==> config.mk <==
export PLATFORM = sky130hd
export DESIGN_NAME = multi_delimiter_record_splitter_top_flat
export DESIGN_NICKNAME = d
export VERILOG_FILES = /design/src/sv/mdrs_pkg.sv /design/src/sv/mdrs_if.sv /design/src/sv/mdrs_cfg.sv /design/src/sv/mdrs_core.sv /design/src/sv/mdrs_emit.sv /design/src/sv/multi_delimiter_record_splitter_top.sv /design/src/flat_wrapper.sv
export VERILOG_INCLUDE_DIRS = /design/src /design/src/sv
export SDC_FILE = /design/constraint.sdc
export NUM_CORES = 2
export LEC_CHECK = 0
export BUFFER_PORTS_ARGS = -buffer_cell sky130_fd_sc_hd__buf_2
export CORE_MARGIN = 10
export CORE_UTILIZATION = 40
export DETAILED_ROUTE_END_ITERATION = 10
export HOLD_SLACK_MARGIN = 0.15
export SLEW_MARGIN = 10
export SYNTH_ARGS = -nofsm -noshare
export SYNTH_HDL_FRONTEND = slang
export SYNTH_SLANG_ARGS = --single-unit
==> constraint.sdc <==
create_clock -name clk -period 25.1 [get_ports clk]
set_clock_uncertainty 0.05 [all_clocks]
set_input_delay 3.765 -clock clk [delete_from_list [all_inputs] [get_ports clk]]
set_output_delay 3.765 -clock clk [all_outputs]
set_load 0.05 [all_outputs]
==> src/sv/multi_delimiter_record_splitter_top_defines.svh <==
// Assertion macros shared by the record splitter modules.
`ifndef MULTI_DELIMITER_RECORD_SPLITTER_TOP_DEFINES_SVH
`define MULTI_DELIMITER_RECORD_SPLITTER_TOP_DEFINES_SVH

// Property that must hold at every clock edge outside reset.
`define MDRS_ASSERT(lbl, prop, msg) \
	lbl: assert property (@(posedge clk) disable iff (!arst_n) (prop)) else $error(msg);

// Consequent that must hold in the cycle after the antecedent.
`define MDRS_ASSERT_NEXT(lbl, ante, cons, msg) \
	lbl: assert property (@(posedge clk) disable iff (!arst_n) (ante) |=> (cons)) else $error(msg);

`endif

==> src/sv/mdrs_pkg.sv <==
// Package: constants, types and byte compare for the record splitter.
package mdrs_pkg;

	localparam int NUM_SEPARATORS = 4;
	localparam int MAX_SEP_LEN    = 8;
	localparam int NUM_SEP_REGS   = 4;
	localparam int SEP_W          = 64;
	localparam int LEN_W          = 4;
	localparam int LENS_W         = 16;
	localparam int IDX_W          = 2;
	localparam int CFG_IDX_W      = 3;
	localparam int FILL_W         = $clog2(MAX_SEP_LEN + 1);
	localparam int POS_W          = (MAX_SEP_LEN > 1) ? $clog2(MAX_SEP_LEN) : 1;
	localparam int SUM_W          = LEN_W + 1;

	localparam logic [7:0] CH_UPPER_A = 8'h41;
	localparam logic [7:0] CH_UPPER_Z = 8'h5A;
	localparam logic [7:0] CH_LOWER_A = 8'h61;
	localparam logic [7:0] CH_LOWER_Z = 8'h7A;
	localparam logic [7:0] CASE_OFS   = 8'h20;

	localparam logic [SEP_W-1:0]  RST_SEP_0     = 64'd10;
	localparam logic [SEP_W-1:0]  RST_SEP_1     = 64'd2573;
	localparam logic [SEP_W-1:0]  RST_SEP_2     = 64'd0;
	localparam logic [SEP_W-1:0]  RST_SEP_3     = 64'd0;
	localparam logic [LENS_W-1:0] RST_LENGTHS   = 16'd33;
	localparam logic              RST_CASE      = 1'b1;
	localparam logic              RST_ESC_EN    = 1'b0;
	localparam logic [7:0]        RST_ESC_BYTE  = 8'd92;

	typedef enum logic [CFG_IDX_W-1:0] {
		REG_SEP_0    = 3'd0,
		REG_SEP_1    = 3'd1,
		REG_SEP_2    = 3'd2,
		REG_SEP_3    = 3'd3,
		REG_LENGTHS  = 3'd4,
		REG_CASE     = 3'd5,
		REG_ESC_EN   = 3'd6,
		REG_ESC_BYTE = 3'd7
	} cfg_reg_t;

	typedef struct packed {
		logic [NUM_SEP_REGS-1:0][SEP_W-1:0] sep;
		logic [LENS_W-1:0]                  lengths;
		logic                               case_sensitive;
		logic                               escape_enable;
		logic [7:0]                         escape_byte;
	} cfg_t;

	typedef struct packed {
		logic                              load;
		logic [MAX_SEP_LEN-1:0][7:0]       hist;
		logic [POS_W-1:0]                  pos;
		logic [FILL_W-1:0]                 cnt;
		logic                              term;
		logic                              matched;
		logic [IDX_W-1:0]                  idx;
	} drain_ld_t;

	function automatic logic bytes_equal(logic [7:0] d, logic [7:0] s, logic cs);
		logic hit;
		hit = (d == s);
		if (!cs && s >= CH_UPPER_A && s <= CH_UPPER_Z) begin
			hit = hit || (d == s + CASE_OFS);
		end
		if (!cs && s >= CH_LOWER_A && s <= CH_LOWER_Z) begin
			hit = hit || (d == s - CASE_OFS);
		end
		return hit;
	endfunction

endpackage

==> src/sv/mdrs_if.sv <==
// Channel interfaces: input bytes, result items and register writes.
interface mdrs_in_if import mdrs_pkg::*; ();
	logic       valid;
	logic       ready;
	logic [7:0] data_byte;
	logic       end_of_input;

	modport source (output valid, output data_byte, output end_of_input, input ready);
	modport sink   (input valid, input data_byte, input end_of_input, output ready);
endinterface

interface mdrs_out_if import mdrs_pkg::*; ();
	logic             valid;
	logic             ready;
	logic [7:0]       out_byte;
	logic             is_data;
	logic             matched;
	logic [IDX_W-1:0] separator_index;
	logic             last;

	modport source (output valid, output out_byte, output is_data, output matched,
		output separator_index, output last, input ready);
	modport sink   (input valid, input out_byte, input is_data, input matched,
		input separator_index, input last, output ready);
endinterface

interface mdrs_cfg_if import mdrs_pkg::*; ();
	logic                 valid;
	logic                 ready;
	logic [CFG_IDX_W-1:0] index;
	logic [SEP_W-1:0]     data;

	modport source (output valid, output index, output data, input ready);
	modport sink   (input valid, input index, input data, output ready);
endinterface

==> src/sv/mdrs_cfg.sv <==
// Configuration register file written through the register channel.
module mdrs_cfg import mdrs_pkg::*; (
	input  logic        clk,
	input  logic        arst_n,
	mdrs_cfg_if.sink    wr,
	output cfg_t        regs
);

	cfg_t cfg_q;

	assign wr.ready = 1'b1;
	assign regs     = cfg_q;

	always_ff @(posedge clk or negedge arst_n) begin
		if (!arst_n) begin
			cfg_q.sep[0]          <= RST_SEP_0;
			cfg_q.sep[1]          <= RST_SEP_1;
			cfg_q.sep[2]          <= RST_SEP_2;
			cfg_q.sep[3]          <= RST_SEP_3;
			cfg_q.lengths         <= RST_LENGTHS;
			cfg_q.case_sensitive  <= RST_CASE;
			cfg_q.escape_enable   <= RST_ESC_EN;
			cfg_q.escape_byte     <= RST_ESC_BYTE;
		end else if (wr.valid && wr.ready) begin
			case (cfg_reg_t'(wr.index))
				REG_SEP_0:    cfg_q.sep[0]         <= wr.data;
				REG_SEP_1:    cfg_q.sep[1]         <= wr.data;
				REG_SEP_2:    cfg_q.sep[2]         <= wr.data;
				REG_SEP_3:    cfg_q.sep[3]         <= wr.data;
				REG_LENGTHS:  cfg_q.lengths        <= wr.data[LENS_W-1:0];
				REG_CASE:     cfg_q.case_sensitive <= wr.data[0];
				REG_ESC_EN:   cfg_q.escape_enable  <= wr.data[0];
				REG_ESC_BYTE: cfg_q.escape_byte    <= wr.data[7:0];
				default: begin
				end
			endcase
		end
	end

endmodule

==> src/sv/mdrs_core.sv <==
// Input register, separator window, match logic and drain load.
`include "multi_delimiter_record_splitter_top_defines.svh"

module mdrs_core import mdrs_pkg::*; (
	input  logic        clk,
	input  logic        arst_n,
	mdrs_in_if.sink     in_ch,
	input  cfg_t        regs,
	input  logic        drain_free,
	output drain_ld_t   dl
);

	logic                        valid_s1;
	logic [7:0]                  byte_s1;
	logic                        eoi_s1;

	logic [MAX_SEP_LEN-1:0][7:0] hist_q;
	logic [FILL_W-1:0]           fill_q;
	logic [FILL_W-1:0]           run_q;
	logic                        esc_q;

	logic [MAX_SEP_LEN-1:0][7:0] hist_n;
	logic [MAX_SEP_LEN-1:0][7:0] hist_d;
	logic [FILL_W-1:0]           fill_d;
	logic [FILL_W-1:0]           run_d;
	logic                        esc_d;

	logic                        step_fire;
	logic                        full;
	logic [FILL_W-1:0]           fill_push;
	logic [FILL_W-1:0]           run_push;
	logic [FILL_W-1:0]           fill_m1;
	logic [NUM_SEPARATORS-1:0][LEN_W-1:0] len;
	logic [NUM_SEPARATORS-1:0]   hit;
	logic [LEN_W-1:0]            best_len;
	logic [IDX_W-1:0]            best_k;
	logic [SUM_W-1:0]            n_match;
	logic                        is_escape;

	assign step_fire   = valid_s1 && drain_free;
	assign in_ch.ready = !valid_s1 || step_fire;

	always_ff @(posedge clk or negedge arst_n) begin
		if (!arst_n) begin
			valid_s1 <= 1'b0;
		end else if (in_ch.valid && in_ch.ready) begin
			valid_s1 <= 1'b1;
		end else if (step_fire) begin
			valid_s1 <= 1'b0;
		end
	end

	always_ff @(posedge clk) begin
		if (in_ch.valid && in_ch.ready) begin
			byte_s1 <= in_ch.data_byte;
			eoi_s1  <= in_ch.end_of_input;
		end
	end

	assign full      = (fill_q == FILL_W'(MAX_SEP_LEN));
	assign fill_push = full ? fill_q : fill_q + FILL_W'(1);
	assign run_push  = (run_q == FILL_W'(MAX_SEP_LEN)) ? run_q : run_q + FILL_W'(1);
	assign fill_m1   = fill_q - FILL_W'(1);
	assign is_escape = regs.escape_enable && (byte_s1 == regs.escape_byte);

	always_comb begin
		hist_n[0] = byte_s1;
		for (int j = 1; j < MAX_SEP_LEN; j++) begin
			hist_n[j] = hist_q[j-1];
		end
	end

	// newest byte sits at position zero, so separator byte m lines up with len-1-m
	always_comb begin
		for (int k = 0; k < NUM_SEPARATORS; k++) begin
			len[k] = regs.lengths[LEN_W*k +: LEN_W];
			hit[k] = (len[k] != '0) && (len[k] <= LEN_W'(MAX_SEP_LEN)) &&
				(len[k] <= LEN_W'(run_push)) && (len[k] <= LEN_W'(fill_push));
			for (int j = 0; j < MAX_SEP_LEN; j++) begin
				if (LEN_W'(j) < len[k] && !bytes_equal(hist_n[j],
						8'(regs.sep[k] >> (8 * (int'(len[k]) - j - 1))),
						regs.case_sensitive)) begin
					hit[k] = 1'b0;
				end
			end
		end
	end

	// longest wins, lower index on a tie
	always_comb begin
		best_len = '0;
		best_k   = '0;
		for (int k = 0; k < NUM_SEPARATORS; k++) begin
			if (hit[k] && len[k] > best_len) begin
				best_len = len[k];
				best_k   = IDX_W'(k);
			end
		end
	end

	assign n_match = SUM_W'(fill_q) + SUM_W'(1) - SUM_W'(best_len);

	always_comb begin
		hist_d     = hist_q;
		fill_d     = fill_q;
		run_d      = run_q;
		esc_d      = esc_q;
		dl.load    = step_fire;
		dl.hist    = hist_q;
		dl.pos     = fill_m1[POS_W-1:0];
		dl.cnt     = '0;
		dl.term    = 1'b0;
		dl.matched = 1'b0;
		dl.idx     = '0;
		if (eoi_s1) begin
			dl.cnt  = fill_q;
			dl.term = 1'b1;
			fill_d  = '0;
			run_d   = '0;
			esc_d   = 1'b0;
		end else if (esc_q) begin
			hist_d = hist_n;
			fill_d = fill_push;
			run_d  = '0;
			esc_d  = 1'b0;
			dl.cnt = full ? FILL_W'(1) : '0;
		end else if (is_escape) begin
			esc_d = 1'b1;
		end else if (best_len != '0) begin
			dl.cnt     = n_match[FILL_W-1:0];
			dl.term    = 1'b1;
			dl.matched = 1'b1;
			dl.idx     = best_k;
			fill_d     = '0;
			run_d      = '0;
		end else begin
			hist_d = hist_n;
			fill_d = fill_push;
			run_d  = run_push;
			dl.cnt = full ? FILL_W'(1) : '0;
		end
	end

	always_ff @(posedge clk or negedge arst_n) begin
		if (!arst_n) begin
			fill_q <= '0;
			run_q  <= '0;
			esc_q  <= 1'b0;
		end else if (step_fire) begin
			fill_q <= fill_d;
			run_q  <= run_d;
			esc_q  <= esc_d;
		end
	end

	always_ff @(posedge clk) begin
		if (step_fire) begin
			hist_q <= hist_d;
		end
	end

	`MDRS_ASSERT(a_fill_range, fill_q <= FILL_W'(MAX_SEP_LEN), "window fill out of range")
	`MDRS_ASSERT(a_run_le_fill, run_q <= fill_q, "escape run exceeds window fill")
	`MDRS_ASSERT_NEXT(a_term_clears, dl.load && dl.term, fill_q == '0 && run_q == '0 && !esc_q, "window not cleared after terminator")

endmodule

==> src/sv/mdrs_emit.sv <==
// Drain buffer and output register: one result transaction per cycle unless res stalls.
`include "multi_delimiter_record_splitter_top_defines.svh"

module mdrs_emit import mdrs_pkg::*; (
	input  logic        clk,
	input  logic        arst_n,
	input  drain_ld_t   dl,
	output logic        drain_free,
	mdrs_out_if.source  res
);

	logic [MAX_SEP_LEN-1:0][7:0] d_hist_q;
	logic [POS_W-1:0]            d_pos_q;
	logic [FILL_W-1:0]           d_cnt_q;
	logic                        d_term_q;
	logic                        d_matched_q;
	logic [IDX_W-1:0]            d_idx_q;

	logic                        o_valid_q;
	logic [7:0]                  o_byte_q;
	logic                        o_is_data_q;
	logic                        o_matched_q;
	logic [IDX_W-1:0]            o_idx_q;
	logic                        o_last_q;

	logic                        pend;
	logic                        o_free;
	logic                        mv;
	logic                        mv_data;
	logic                        mv_last;

	assign pend       = (d_cnt_q != '0) || d_term_q;
	assign o_free     = !o_valid_q || res.ready;
	assign mv         = pend && o_free;
	assign mv_data    = (d_cnt_q != '0);
	assign mv_last    = mv_data ? (d_cnt_q == FILL_W'(1) && !d_term_q) : 1'b1;
	assign drain_free = !pend || (mv && mv_last);

	always_ff @(posedge clk or negedge arst_n) begin
		if (!arst_n) begin
			d_cnt_q   <= '0;
			d_term_q  <= 1'b0;
			d_pos_q   <= '0;
			o_valid_q <= 1'b0;
		end else begin
			if (dl.load) begin
				d_cnt_q  <= dl.cnt;
				d_term_q <= dl.term;
				d_pos_q  <= dl.pos;
			end else if (mv) begin
				if (mv_data) begin
					d_cnt_q <= d_cnt_q - FILL_W'(1);
					d_pos_q <= d_pos_q - POS_W'(1);
				end else begin
					d_term_q <= 1'b0;
				end
			end
			if (mv) begin
				o_valid_q <= 1'b1;
			end else if (res.ready) begin
				o_valid_q <= 1'b0;
			end
		end
	end

	always_ff @(posedge clk) begin
		if (dl.load) begin
			d_hist_q    <= dl.hist;
			d_matched_q <= dl.matched;
			d_idx_q     <= dl.idx;
		end
		if (mv) begin
			o_byte_q    <= mv_data ? d_hist_q[d_pos_q] : 8'd0;
			o_is_data_q <= mv_data;
			o_matched_q <= mv_data ? 1'b0 : d_matched_q;
			o_idx_q     <= mv_data ? '0 : d_idx_q;
			o_last_q    <= mv_last;
		end
	end

	assign res.valid           = o_valid_q;
	assign res.out_byte        = o_byte_q;
	assign res.is_data         = o_is_data_q;
	assign res.matched         = o_matched_q;
	assign res.separator_index = o_idx_q;
	assign res.last            = o_last_q;

	`MDRS_ASSERT(a_term_last, o_valid_q && !o_is_data_q |-> o_last_q, "terminator without last")
	`MDRS_ASSERT(a_load_free, dl.load |-> drain_free, "drain loaded while busy")
	`MDRS_ASSERT_NEXT(a_drain_done, mv && mv_last && !dl.load, d_cnt_q == '0 && !d_term_q, "drain not empty after last result")

endmodule

==> src/sv/multi_delimiter_record_splitter_top.sv <==
// Top level of the multi-separator record splitter.
//
// data_in carries one stream byte or an end-of-input mark per transaction;
// data_out carries record bytes and record terminators, one per transaction,
// with last set on the final result of each input; cfg writes the eight
// configuration registers by index and is always ready.
// An accepted input reaches data_out through the input register, the match logic,
// the drain buffer and the output register. Throughput: one input per cycle while
// each input gives at most one result and data_out is not stalled.
// An input that ends a record gives up to nine results; they leave the drain
// buffer one per cycle while data_out is not stalled, and data_in stays low on
// ready until the last one has moved into the output register.
// Reset empties the window, clears any pending escape and loads the
// register defaults: line feed and CR-LF separators, exact compare, escape off.
// A stall on data_out holds the output register and the drain buffer; one
// further input waits in the input register, then data_in ready drops.
module multi_delimiter_record_splitter_top import mdrs_pkg::*; (
	input  logic        clk,
	input  logic        arst_n,
	mdrs_in_if.sink     data_in,
	mdrs_out_if.source  data_out,
	mdrs_cfg_if.sink    cfg
);

	cfg_t      regs;
	drain_ld_t dl;
	logic      drain_free;

	mdrs_cfg u_cfg (
		.clk    (clk),
		.arst_n (arst_n),
		.wr     (cfg),
		.regs   (regs)
	);

	mdrs_core u_core (
		.clk        (clk),
		.arst_n     (arst_n),
		.in_ch      (data_in),
		.regs       (regs),
		.drain_free (drain_free),
		.dl         (dl)
	);

	mdrs_emit u_emit (
		.clk        (clk),
		.arst_n     (arst_n),
		.dl         (dl),
		.drain_free (drain_free),
		.res        (data_out)
	);

endmodule

==> src/flat_wrapper.sv <==
// flat-port wrapper written by rule: the top's interface ports become plain ports
module multi_delimiter_record_splitter_top_flat import mdrs_pkg::*;
  (clk, arst_n, data_in_valid, data_in_data_byte, data_in_end_of_input, data_in_ready, data_out_valid, data_out_out_byte, data_out_is_data, data_out_matched, data_out_separator_index, data_out_last, data_out_ready, cfg_valid, cfg_index, cfg_data, cfg_ready);
  mdrs_in_if data_in_i ();
  mdrs_out_if data_out_i ();
  mdrs_cfg_if cfg_i ();
  input  logic clk;
  input  logic arst_n;
  input wire logic [$bits(data_in_i.valid)-1:0] data_in_valid;
  input wire logic [$bits(data_in_i.data_byte)-1:0] data_in_data_byte;
  input wire logic [$bits(data_in_i.end_of_input)-1:0] data_in_end_of_input;
  output wire logic [$bits(data_in_i.ready)-1:0] data_in_ready;
  output wire logic [$bits(data_out_i.valid)-1:0] data_out_valid;
  output wire logic [$bits(data_out_i.out_byte)-1:0] data_out_out_byte;
  output wire logic [$bits(data_out_i.is_data)-1:0] data_out_is_data;
  output wire logic [$bits(data_out_i.matched)-1:0] data_out_matched;
  output wire logic [$bits(data_out_i.separator_index)-1:0] data_out_separator_index;
  output wire logic [$bits(data_out_i.last)-1:0] data_out_last;
  input wire logic [$bits(data_out_i.ready)-1:0] data_out_ready;
  input wire logic [$bits(cfg_i.valid)-1:0] cfg_valid;
  input wire logic [$bits(cfg_i.index)-1:0] cfg_index;
  input wire logic [$bits(cfg_i.data)-1:0] cfg_data;
  output wire logic [$bits(cfg_i.ready)-1:0] cfg_ready;
  assign data_in_i.valid = data_in_valid;
  assign data_in_i.data_byte = data_in_data_byte;
  assign data_in_i.end_of_input = data_in_end_of_input;
  assign data_in_ready = data_in_i.ready;
  assign data_out_valid = data_out_i.valid;
  assign data_out_out_byte = data_out_i.out_byte;
  assign data_out_is_data = data_out_i.is_data;
  assign data_out_matched = data_out_i.matched;
  assign data_out_separator_index = data_out_i.separator_index;
  assign data_out_last = data_out_i.last;
  assign data_out_i.ready = data_out_ready;
  assign cfg_i.valid = cfg_valid;
  assign cfg_i.index = cfg_index;
  assign cfg_i.data = cfg_data;
  assign cfg_ready = cfg_i.ready;
  multi_delimiter_record_splitter_top u_core (.clk(clk), .arst_n(arst_n), .data_in(data_in_i), .data_out(data_out_i), .cfg(cfg_i));
endmodule
==> key figures <==
Clocking
  • CTS-repair resized insts: 0
  • Clock slew at reported path FFs: around 0.060 ns
  • CTS tree: yes
  • Hold_buf cts: 0
  • CTS Root Cell: clkbuf_16
  • Total setup buffers inserted after CTS: 0
  • H-tree Lvls: 2
  • Worst-skew pair later-pin latency: 0.72 ns
  • Clock Sinks: 454
  • CTS buffer count: 55
  • Worst-case clock buffer depth: 3

Worst hold path
  • Hold Path Class: flip-flop to flip-flop

Pwr
  • Peak supply drop: 0.00008020 V
  • Static Leak: 18.48 nW
  • Pwr dens: 120.1 mW/mm2
  • P_sw: 0.002839 W
  • Part of the power in registers: 21.4%
  • Comb pwr share: 63.5%
  • PnR Total Power: 0.005780 W
  • Sw Ratio: 49.11%
  • Internal power: 0.002942 W
  • Power share of the clock group: 15.1%

Critical path
  • Worst setup endpoint: u_core.u_core.dl[14]$_DFFE_PP_
  • CP Capture Type: flip-flop
  • CP Class: flip-flop to flip-flop
  • CP Max Fanout: 59
  • Worst Setup SP: u_core.u_cfg.regs[10]$_DFFE_PN1P_
  • Cells on worst reg2reg path: 39
  • Max stage delay on crit path: 0.94 ns
  • RR Endpoint: u_core.u_core.dl[14]$_DFFE_PP_
  • RR Startpoint: u_core.u_cfg.regs[10]$_DFFE_PN1P_
  • Most used cell, CP: ha_1
  • Buffers plus inverters on the worst setup path: 3
  • Critical Path AT: 13.99 ns
  • CP top delay family: compound AO/OA/AOI/OAI gates
  • Critical Path RT: 25.32 ns
  • Cell count along the critical path: 39
  • Slowest cell on crit path: ha_4
  • Worst setup SP type: flip-flop
  • Reg2reg setup slack: 11.33 ns

Global routing
  • Vias in the first global route: 35470
  • Global route total overflow: 0
  • First-pass GRT wire length: 270500 um
  • Total GRT Usage: 29.84%
  • Largest net degree at the start of global routing: 83
  • Gr busiest metal: met2
  • Met2 Resource Use GR: 42.21%
  • Antenna violations before repair: 23
  • Met3 GRT Util: 8.148%
  • Met1 usage: between 30 and 40%

Floorplan
  • Starting Density: 40.41%
  • Die ar.: 0.1240 mm2
  • Die Wd: 352.1 um
  • Die H: roughly 350 um
  • Row Count: 121
  • I/O pins: 97
  • Core ar.: 0.1092 mm2

Synth
  • EDFF count, synth: around 150
  • Synth top area cells: dfrtp_1 16%, mux4_2 14%, edfxtp_1 10%
  • Mapped Nets: 4585
  • Top FF cell, synth: dfrtp_1
  • Synth area leader: dfrtp_1
  • FFs w/ async S/R, synth: 66.30%
  • YS warnings: 0
  • Area of the mapped netlist: 0.04411 mm2
  • Synthesized area per cell: slightly above 10 um2
  • Post-Synthesis Cells: 4309
  • Number of synthesized register bits: 454
  • Netlist cell types: 102
  • Sequential element share of the synthesized area: 27.53%
  • Area share of the largest cell type after synthesis: 16.28%

Cells and area
  • Layout Nets: between 4000 and 5000
  • Post-Layout Cell Count: 5799
  • Commonest non-fill, non-tap cell in the layout: mux2_2
  • Fillers: 10460
  • Area delta synth->final: 9.103%
  • Most frequent cells in the layout: 360 x mux2_2, 323 x nand2_1, 283 x mux4_2
  • Layout Utilization: 44.09%
  • Share of cells above drive strength 1: 24.13%

Routing
  • Routed Antenna Nets: 0
  • Residual DRC: 0
  • Detailed Route WL: between 150000 and 200000 um
  • DR vias: 38830
  • Vias per cell: approximately 6.7
  • Drt first pass iters: 7
  • Routed len/inst: 33.41 um
  • DRT iter0 DRCs: 5751

Timing
  • Final min period: about 14 ns
  • Crit share post-route: 54.88%
  • Slew Limit Fails: 0
  • Slew HR: 20.49%
  • Final Hold Vio Count: 0
  • Final setup violation count: 0
  • RSZ-0062 raised after global routing: false
  • Worst slew pin tran: 1.193 ns
  • F_max: 72.60 MHz
  • Setup_tns: 0 ns

Job
  • Max-cap violation count: 0

Placed design
  • DP Wirelength: 145200 um
  • Count of input and output buffers: 95
  • Final Wtd Congestion: 1.010
  • Dpl cells: between 5000 and 6000

Status
  • Outcome: finished clean
[registers in the layout (all words and copies together), names as in the netlist]
name and cells:
u_core.u_core.esc_q 1, u_core.u_emit.res.matched 1, u_core.u_emit.d_cnt_q 4, u_core.u_core.valid_s1 1, u_core.u_emit.d_pos_q 3, u_core.u_core.run_q 4, u_core.u_emit.res.valid 1, u_core.u_core.byte_s1 8
u_core.u_core.dl 64, u_core.u_cfg.regs 282, u_core.u_emit.d_hist_q 64, u_core.u_core.eoi_s1 1, u_core.u_emit.res.out_byte 8, u_core.u_emit.res.last 1, u_core.u_emit.res.is_data 1, u_core.u_emit.d_idx_q 2
u_core.u_emit.res.separator_index 2, u_core.u_emit.d_term_q 1, u_core.u_core.fill_q 4, u_core.u_emit.d_matched_q 1
[kinds of logic after synthesis]
family,share of synthesized area (%)
compound gates,11.99
xor+xnor,6.808
fa+ha+maj,5.549
buf+inv,4.337
flops,27.53
mux,30.26
other cells,0.008502
simple gates,13.51
[metrics by stage]
step	hold slack, ns	cell area [um2]	setup WS (ns)
2_1_floorplan	0.3503	44110	11.59
5_1_grt	0.3653	48100	10.51
4_1_cts	0.3695	48100	11.60
3_3_place_gp	0.3530	46140	11.84
3_5_place_dp	0.3552	46140	11.67
6_report	0.3682	48120	11.33
[area by class of cell]
| cell class | count | area [um2] | area share [%] |
|---|---|---|---|
| inverter | 162 | 609.3 | 1.266 |
| clock inverter | 34 | 427.9 | 0.8892 |
| tap | 1476 | 1847 | 3.838 |
| sequential | 454 | 12170 | 25.28 |
| antenna | 9 | 22.52 | 0.04680 |
| clock buffer | 69 | 1529 | 3.177 |
| multi-input combinational | 3388 | 30200 | 62.75 |
| timing repair buffer | 207 | 1326 | 2.756 |
[layer usage]
metal  routed length (um)  up-vias
li1                     -    16390
met1                75600    19650
met2                79610     2287
met3                23110      494
met4                15350       10
met5                   68        -
[power by group through the flow]
stage          Clock [W]  Combinational [W]  Sequential (W)
6_report        0.000873            0.00367         0.00124
5_1_grt         0.000914            0.00391         0.00125
4_1_cts         0.000885            0.00358         0.00122
3_5_place_dp           0            0.00357         0.00123
3_3_place_gp           0            0.00354         0.00123
2_1_floorplan          0            0.00264         0.00111
[cells in the mapped netlist, types with 44 or more instances]
library cell	instances
o21ai_0	130
inv_1	155
xor2_1	116
a31oi_1	45
xnor2_1	201
buf_1	44
nand3_1	138
nor3_1	132
mux4_2	283
dfrtp_1	287
a211oi_1	59
nand2_1	323
ha_1	194
nor2_1	206
clkbuf_1	182
a21oi_1	144
mux2i_1	280
buf_2	61
mux2_2	360
nand4_1	45
edfxtp_1	153
[worst min path at each step]
stage,startpoint,depth (start not counted),to
finish,u_core.u_core.dl[74]$_DFFE_PP_,0,u_core.u_emit.d_hist_q[63]$_DFFE_PP_
global route,u_core.u_core.dl[67]$_DFFE_PP_,0,u_core.u_emit.d_hist_q[56]$_DFFE_PP_
CTS,u_core.u_core.dl[74]$_DFFE_PP_,0,u_core.u_emit.d_hist_q[63]$_DFFE_PP_
detailed placement,u_core.u_core.dl[74]$_DFFE_PP_,0,u_core.u_emit.d_hist_q[63]$_DFFE_PP_
global placement,u_core.u_core.dl[67]$_DFFE_PP_,0,u_core.u_emit.d_hist_q[56]$_DFFE_PP_
floorplan,u_core.u_core.dl[67]$_DFFE_PP_,0,u_core.u_emit.d_hist_q[56]$_DFFE_PP_
Note: power is estimated with default switching activity, not from simulation.
